**src/elic_pkg.sv**
```systemverilog
// ---------------------------------------------------------------------------
// Edge/level interrupt controller package
// Shared constants, codes and transaction types of the interrupt controller.
// ---------------------------------------------------------------------------
`default_nettype none

package elic_pkg;

	localparam int NUM_SOURCES = 32;
	localparam int DATA_W      = 32;
	localparam int S_TDATA_W   = 64;
	localparam int S_TUSER_W   = 4;
	localparam int M_TDATA_W   = 40;

	localparam logic [DATA_W-1:0] SRC_MASK = (NUM_SOURCES >= DATA_W) ? {DATA_W{1'b1}} :
		DATA_W'((64'd1 << NUM_SOURCES) - 64'd1);

	typedef enum logic [1:0] {
		OP_TICK  = 2'd0,
		OP_READ  = 2'd1,
		OP_WRITE = 2'd2
	} op_t;

	typedef enum logic [1:0] {
		REG_EVENTS = 2'd0,
		REG_MASK   = 2'd1,
		REG_CLEAR  = 2'd2,
		REG_LEVELS = 2'd3
	} reg_t;

	typedef struct packed {
		op_t               op;
		reg_t              idx;
		logic [DATA_W-1:0] wdata;
		logic [DATA_W-1:0] lines;
	} item_t;

	typedef struct packed {
		logic              irq;
		logic [DATA_W-1:0] read_data;
	} result_t;

endpackage

`default_nettype wire

```
**src/edge_level_interrupt_controller.sv**
```systemverilog
// ---------------------------------------------------------------------------
// Edge/level interrupt controller
// Thirty-two source interrupt controller with edge latching, level sources,
// an enable mask and write-one-to-clear events, driven by a transaction stream.
// ---------------------------------------------------------------------------
// A taken transaction enters the input register, its result the output register.
// Throughput: one transaction per cycle unless the output stalls; the input and
// output registers together let a new transaction enter while a result waits.
// Reset: arst_n clears the events, mask, levels, source type and all valid flags.
`default_nettype none

module edge_level_interrupt_controller (
	input  wire logic                             clk,
	input  wire logic                             arst_n,
	input  wire logic                             cfg_we,
	input  wire logic [elic_pkg::DATA_W-1:0]      cfg_data,
	input  wire logic                             s_tvalid,
	output      logic                             s_tready,
	// Fields from bit 0: write_data[31:0], source_lines[63:32].
	input  wire logic [elic_pkg::S_TDATA_W-1:0]   s_tdata,
	// Fields from bit 0: operation[1:0], reg_index[3:2].
	input  wire logic [elic_pkg::S_TUSER_W-1:0]   s_tuser,
	output      logic                             m_tvalid,
	input  wire logic                             m_tready,
	// Fields from bit 0: read_data[31:0], irq[32], zero padding[39:33].
	output      logic [elic_pkg::M_TDATA_W-1:0]   m_tdata
);

	logic              valid_s1;
	elic_pkg::item_t   item_s1;
	elic_pkg::result_t result;
	logic              out_free;
	logic              advance;

	assign advance = valid_s1 && out_free;

	elic_in_reg u_in_reg (
		.clk      (clk),
		.arst_n   (arst_n),
		.s_tvalid (s_tvalid),
		.s_tready (s_tready),
		.s_tdata  (s_tdata),
		.s_tuser  (s_tuser),
		.advance  (advance),
		.valid_s1 (valid_s1),
		.item_s1  (item_s1)
	);

	elic_core u_core (
		.clk      (clk),
		.arst_n   (arst_n),
		.cfg_we   (cfg_we),
		.cfg_data (cfg_data),
		.advance  (advance),
		.item_s1  (item_s1),
		.result   (result)
	);

	elic_out_reg u_out_reg (
		.clk      (clk),
		.arst_n   (arst_n),
		.load     (advance),
		.result   (result),
		.out_free (out_free),
		.m_tvalid (m_tvalid),
		.m_tready (m_tready),
		.m_tdata  (m_tdata)
	);

endmodule

`default_nettype wire

```
**src/elic_in_reg.sv**
```systemverilog
// ---------------------------------------------------------------------------
// Input register
// Captures one accepted transaction and holds it until the core consumes it.
// ---------------------------------------------------------------------------
`default_nettype none

module elic_in_reg (
	input  wire logic                             clk,
	input  wire logic                             arst_n,
	input  wire logic                             s_tvalid,
	output      logic                             s_tready,
	input  wire logic [elic_pkg::S_TDATA_W-1:0]   s_tdata,
	input  wire logic [elic_pkg::S_TUSER_W-1:0]   s_tuser,
	input  wire logic                             advance,
	output      logic                             valid_s1,
	output      elic_pkg::item_t                  item_s1
);

	logic accept;

	assign s_tready = !valid_s1 || advance;
	assign accept   = s_tvalid && s_tready;

	always_ff @(posedge clk or negedge arst_n) begin
		if (!arst_n) begin
			valid_s1 <= 1'b0;
		end else if (accept) begin
			valid_s1 <= 1'b1;
		end else if (advance) begin
			valid_s1 <= 1'b0;
		end
	end

	always_ff @(posedge clk) begin
		if (accept) begin
			item_s1.op    <= elic_pkg::op_t'(s_tuser[1:0]);
			item_s1.idx   <= elic_pkg::reg_t'(s_tuser[3:2]);
			item_s1.wdata <= s_tdata[31:0] & elic_pkg::SRC_MASK;
			item_s1.lines <= s_tdata[63:32] & elic_pkg::SRC_MASK;
		end
	end

endmodule

`default_nettype wire

```
**src/elic_core.sv**
```systemverilog
// ---------------------------------------------------------------------------
// Controller core
// Holds the event, mask, level and type registers and computes one result.
// ---------------------------------------------------------------------------
`default_nettype none

module elic_core (
	input  wire logic                          clk,
	input  wire logic                          arst_n,
	input  wire logic                          cfg_we,
	input  wire logic [elic_pkg::DATA_W-1:0]   cfg_data,
	input  wire logic                          advance,
	input  wire elic_pkg::item_t               item_s1,
	output      elic_pkg::result_t             result
);

	logic [elic_pkg::DATA_W-1:0] level_type_q;
	logic [elic_pkg::DATA_W-1:0] event_latch_q;
	logic [elic_pkg::DATA_W-1:0] enable_mask_q;
	logic [elic_pkg::DATA_W-1:0] last_lines_q;

	logic [elic_pkg::DATA_W-1:0] event_next;
	logic [elic_pkg::DATA_W-1:0] mask_next;
	logic [elic_pkg::DATA_W-1:0] lines_next;
	logic [elic_pkg::DATA_W-1:0] rdata;

	always_comb begin
		event_next = event_latch_q;
		mask_next  = enable_mask_q;
		lines_next = last_lines_q;
		rdata      = '0;
		case (item_s1.op)
			elic_pkg::OP_TICK: begin
				event_next = event_latch_q | (item_s1.lines & ~last_lines_q & enable_mask_q &
					~level_type_q & elic_pkg::SRC_MASK);
				lines_next = item_s1.lines;
			end
			elic_pkg::OP_READ: begin
				case (item_s1.idx)
					elic_pkg::REG_EVENTS: rdata = event_latch_q;
					elic_pkg::REG_MASK:   rdata = enable_mask_q;
					elic_pkg::REG_LEVELS: rdata = last_lines_q;
					default:              rdata = '0;
				endcase
			end
			elic_pkg::OP_WRITE: begin
				if (item_s1.idx == elic_pkg::REG_MASK) begin
					mask_next = item_s1.wdata;
				end else if (item_s1.idx == elic_pkg::REG_CLEAR) begin
					event_next = event_latch_q & ~item_s1.wdata;
				end
			end
			default: begin
			end
		endcase
		result.read_data = rdata & elic_pkg::SRC_MASK;
		result.irq       = |((event_next | (lines_next & mask_next & level_type_q)) &
			elic_pkg::SRC_MASK);
	end

	always_ff @(posedge clk or negedge arst_n) begin
		if (!arst_n) begin
			level_type_q <= '0;
		end else if (cfg_we) begin
			level_type_q <= cfg_data & elic_pkg::SRC_MASK;
		end
	end

	always_ff @(posedge clk or negedge arst_n) begin
		if (!arst_n) begin
			event_latch_q <= '0;
			enable_mask_q <= '0;
			last_lines_q  <= '0;
		end else if (advance) begin
			event_latch_q <= event_next;
			enable_mask_q <= mask_next;
			last_lines_q  <= lines_next;
		end
	end

endmodule

`default_nettype wire

```
**src/elic_out_reg.sv**
```systemverilog
// ---------------------------------------------------------------------------
// Output register
// Holds one result transaction until the downstream side takes it.
// ---------------------------------------------------------------------------
`default_nettype none

module elic_out_reg (
	input  wire logic                             clk,
	input  wire logic                             arst_n,
	input  wire logic                             load,
	input  wire elic_pkg::result_t                result,
	output      logic                             out_free,
	output      logic                             m_tvalid,
	input  wire logic                             m_tready,
	output      logic [elic_pkg::M_TDATA_W-1:0]   m_tdata
);

	logic              out_valid_s2;
	elic_pkg::result_t out_s2;

	assign out_free = !out_valid_s2 || m_tready;
	assign m_tvalid = out_valid_s2;
	assign m_tdata  = {7'd0, out_s2.irq, out_s2.read_data};

	always_ff @(posedge clk or negedge arst_n) begin
		if (!arst_n) begin
			out_valid_s2 <= 1'b0;
		end else if (out_free) begin
			out_valid_s2 <= load;
		end
	end

	always_ff @(posedge clk) begin
		if (load) begin
			out_s2 <= result;
		end
	end

endmodule

`default_nettype wire

```
**config.mk**
```make
export PLATFORM = sky130hd
export DESIGN_NAME = edge_level_interrupt_controller
export DESIGN_NICKNAME = d
export VERILOG_FILES = /design/src/elic_pkg.sv /design/src/edge_level_interrupt_controller.sv /design/src/elic_in_reg.sv /design/src/elic_core.sv /design/src/elic_out_reg.sv
export SDC_FILE = /design/constraint.sdc
export NUM_CORES = 1
export LEC_CHECK = 0
export BUFFER_PORTS_ARGS = -buffer_cell sky130_fd_sc_hd__clkbuf_2
export CORE_ASPECT_RATIO = 1.4
export CORE_MARGIN = 1.5
export CORE_UTILIZATION = 45
export DETAILED_ROUTE_END_ITERATION = 8
export PLACE_DENSITY_LB_ADDON = 0.25
export SYNTH_ARGS = -nofsm -noshare
export SYNTH_HDL_FRONTEND = slang
export SYNTH_SLANG_ARGS = --single-unit
```
**constraint.sdc**
```tcl
create_clock -name clk -period 2.8 [get_ports clk]
set_clock_uncertainty 0.1 [all_clocks]
set_input_delay 0.42 -clock clk [delete_from_list [all_inputs] [get_ports clk]]
set_output_delay 0.42 -clock clk [all_outputs]
set_load 0.01 [all_outputs]
```
==> impl_metrics.yaml <==
synthesis:
  async_flop_share: 0.563
  ys.flop_type: "dfrtp_1"
  ys_seq_area_frac: 0.600
  synth_edf_count: 101
  postSynthRegisterBits: 231
  yosysWarnings: 0
  synthCells: 805
  synth_area_per_cell_sq_um: 13.0
  synth_area_sq_um: 10500
  synthDistinctLibCells: 37
cells_and_area:
  n_antenna_cell: 0
  register_area_sq_um: 6290
  multiInputGateArea_sq_um: 3960
  syn2layout_area_growth_pct: 25.8
  drive_gt1_frac: 0.384
  layout.cells.non_filler: 1344
  final_nets: 1130
  fill_cells: 1849
cts:
  cts.reportedPaths.clkPinSlew_ns: 0.07
  cts.sinks: 231
  clkLatencyLatePin_ns: 0.52
  numCtsBuffers: 24
  post_cts_resized: 0
  cts_root_buf: "clkbuf_16"
  cts_tree: "built"
  cts_setup_buffers: 0
  htreeDepth: 1
  cts_buffer_depth: 3
timing:
  slew_viol_final: 0
  tightest_slew_ns: 1.07
  hold_violations: 0
  period_minus_slack_ns: 2.67
  relSlewSlack: 0.283
  finalWorstSetupSlack_ns: 0.125
  finalCritPeriodShare: 0.955
  rsz0062_at_grt: "false"
  finalSetupTns_ns: 0
  fmax_mhz: 374
  setup_viol: 0
  whs_ns: 0.0128
detailed_routing:
  wl_per_cell_um: 21.5
  wirelength_um: 28900
  vias_per_cell: 5.63
  drcViolationCount: 0
  vias: 7564
  ant_nets: 0
  drt-pass1-iter-count: 5
  drt-initial-drc-count: 528
global_route:
  grt_pass1_vias: 7797
  antenna_found_initial: 0
  grt_pass1_wl_um: 44800
  grt-ovfl-total: 0
  track_usage: 0.242
  grt_max_degree: 69
power_and_ir_drop:
  peakVddDrop_uv: 517
  p_per_area_nw_per_um2: 738
  p_leak_nw: 5.36
placed_design:
  port_buffers: 139
  gp_congestion: 0.948
  place_hpwl_um: 20200
  place_ws_ns: 0.148
  dp_cells: 1233
worst_setup_path:
  critPathArrivalTime_ns: 2.82
  cp.required_ns: 2.95
  worstSetupEndpointType: "flip-flop"
  path_class: "reg2reg"
  critPathLaunchType: "flip-flop"
  path_max_fanout: 20
die:
  initial_utilization: 0.462
  die-area_sq_um: 24200
  dieHeight_um: 184
  core_sq_um: 22700
  die_w_um: 132
  ios: 147
  rows: 65
run_status:
  outcome: "finished, final reports clean"
run:
  max_cap_viol_count: 0
worst_hold_path:
  min-delay-path-class: "in2reg"
-- repair_timing --
action / 4_1_cts / 5_1_grt
hold buffers: 65 / 2
endpoints found under the setup margin: 0 / 0
endpoints found under the hold margin: 105 / 2
-- registers in the layout, indices dropped and copies added (netlist names) --
register / count
u_core.event_latch_q: 32
u_in_reg.item_s1: 68
u_in_reg.valid_s1: 1
u_out_reg.m_tvalid: 1
u_core.last_lines_q: 32
u_core.level_type_q: 32
u_core.enable_mask_q: 32
u_out_reg.m_tdata: 33
-- layer usage --
| metal | track usage | vias up | routed length, um |
|---|---|---|---|
| met5 | 0 | - | 0 |
| met4 | 0.100 | 0 | 1100 |
| met3 | 0.0289 | 67 | 1530 |
| met2 | 0.424 | 268 | 14700 |
| met1 | 0.303 | 3785 | 11600 |
| li1 | - | 3444 | - |
-- worst max-delay path, stage by stage, from the launching register on --
cell	delay [ns]
edfxtp_1	0.48
and4bb_1	0.36
buf_12	0.19
buf_4	0.19
mux2_2	0.34
nand3_1	0.11
nand4_1	0.12
nor4_1	0.38
nand4_1	0.12
-- cells in the mapped netlist, types with 2 or more instances --
library cell,instances,share of area
buf_6,3,0.0032
nor4bb_1,6,0.0057
nand2b_1,4,0.0024
nand3_1,27,0.013
mux2i_1,6,0.0057
o21ai_0,29,0.014
a21boi_0,8,0.0057
buf_1,3,0.0011
buf_2,16,0.0076
buf_4,8,0.0057
nand4_1,34,0.020
a22oi_1,37,0.027
nor2_1,52,0.019
clkbuf_1,20,0.0072
a22o_1,4,0.0033
o22ai_1,2,0.0012
dfrtp_1,130,0.31
nand2_1,92,0.033
nand3b_1,2,0.0014
edfxtp_1,101,0.29
nor4_1,12,0.0072
mux2_2,179,0.19
a2111oi_2,3,0.0043
a21oi_1,8,0.0038
mux2_1,7,0.0075
-- cell families after synthesis --
| logic type | share of synthesized area |
|---|---|
| AOI/OAI and AO/OA | 0.0613 |
| buffers and inverters | 0.0252 |
| DFF | 0.600 |
| muxes | 0.206 |
| other | 0.000358 |
| and+or+nand+nor | 0.107 |
-- placed cells by master (no fill, tap or decap), drive strengths merged, types with 2 or more instances in the layout --
cell type / instances
clkbuf: 167
nand3: 27
a21oi: 8
conb: 7
and4bb: 2
nand3b: 2
nand2b: 4
nor2: 53
nand2: 92
o22ai: 2
nor4: 12
dlygate4sd3: 67
dfrtp: 130
nor4bb: 6
o21ai: 29
a21boi: 8
edfxtp: 101
mux2i: 6
a22oi: 37
a2111oi: 3
mux2: 186
inv: 2
a22o: 4
bufinv: 3
clkinv: 10
nand4: 34
buf: 33
-- per-stage QoR --
step,cell area (sq um),util,total power [W]
finish,13200,0.581,0.00972
global route,13200,0.581,0.0101
CTS,13200,0.580,0.00977
detailed placement,11700,0.514,0.00635
global placement,11700,0.514,0.00631
floorplan,10500,-,0.00567
-- power breakdown --
part / internal (W) / switching [W] / total [W] / leakage (nW)
clock: 0.00200 / 0.00135 / 0.00335 / 0.419
sequential: 0.00410 / 0.000524 / 0.00462 / 2.59
combinational: 0.000962 / 0.000787 / 0.00175 / 2.35
total: 0.00706 / 0.00266 / 0.00972 / 5.36
-- area by class of cell --
class,instances,area share
Sequential cell,231,0.477
Clock inverter,15,0.0130
Multi-Input combinational cell,529,0.300
Timing Repair Buffer,238,0.130
Tap cell,301,0.0286
Inverter,1,0.000285
Clock buffer,29,0.0510
-- worst paths after layout --
check                      cells past startpoint                     start                        to  slack, ns
max                                            8      u_in_reg.item_s1[66]     u_out_reg.m_tdata[32]       0.13
min in group asynchronous                      2                    arst_n   u_core.level_type_q[28]       0.37
min                                            2                  s_tvalid         u_in_reg.valid_s1       0.01
max reg2reg                                    8      u_in_reg.item_s1[66]     u_out_reg.m_tdata[32]       0.13
max in group asynchronous                      3                    arst_n  u_core.enable_mask_q[30]       1.57
min reg2reg                                    2  u_core.event_latch_q[10]  u_core.event_latch_q[10]       0.41
(Power assumes the default switching activity.)
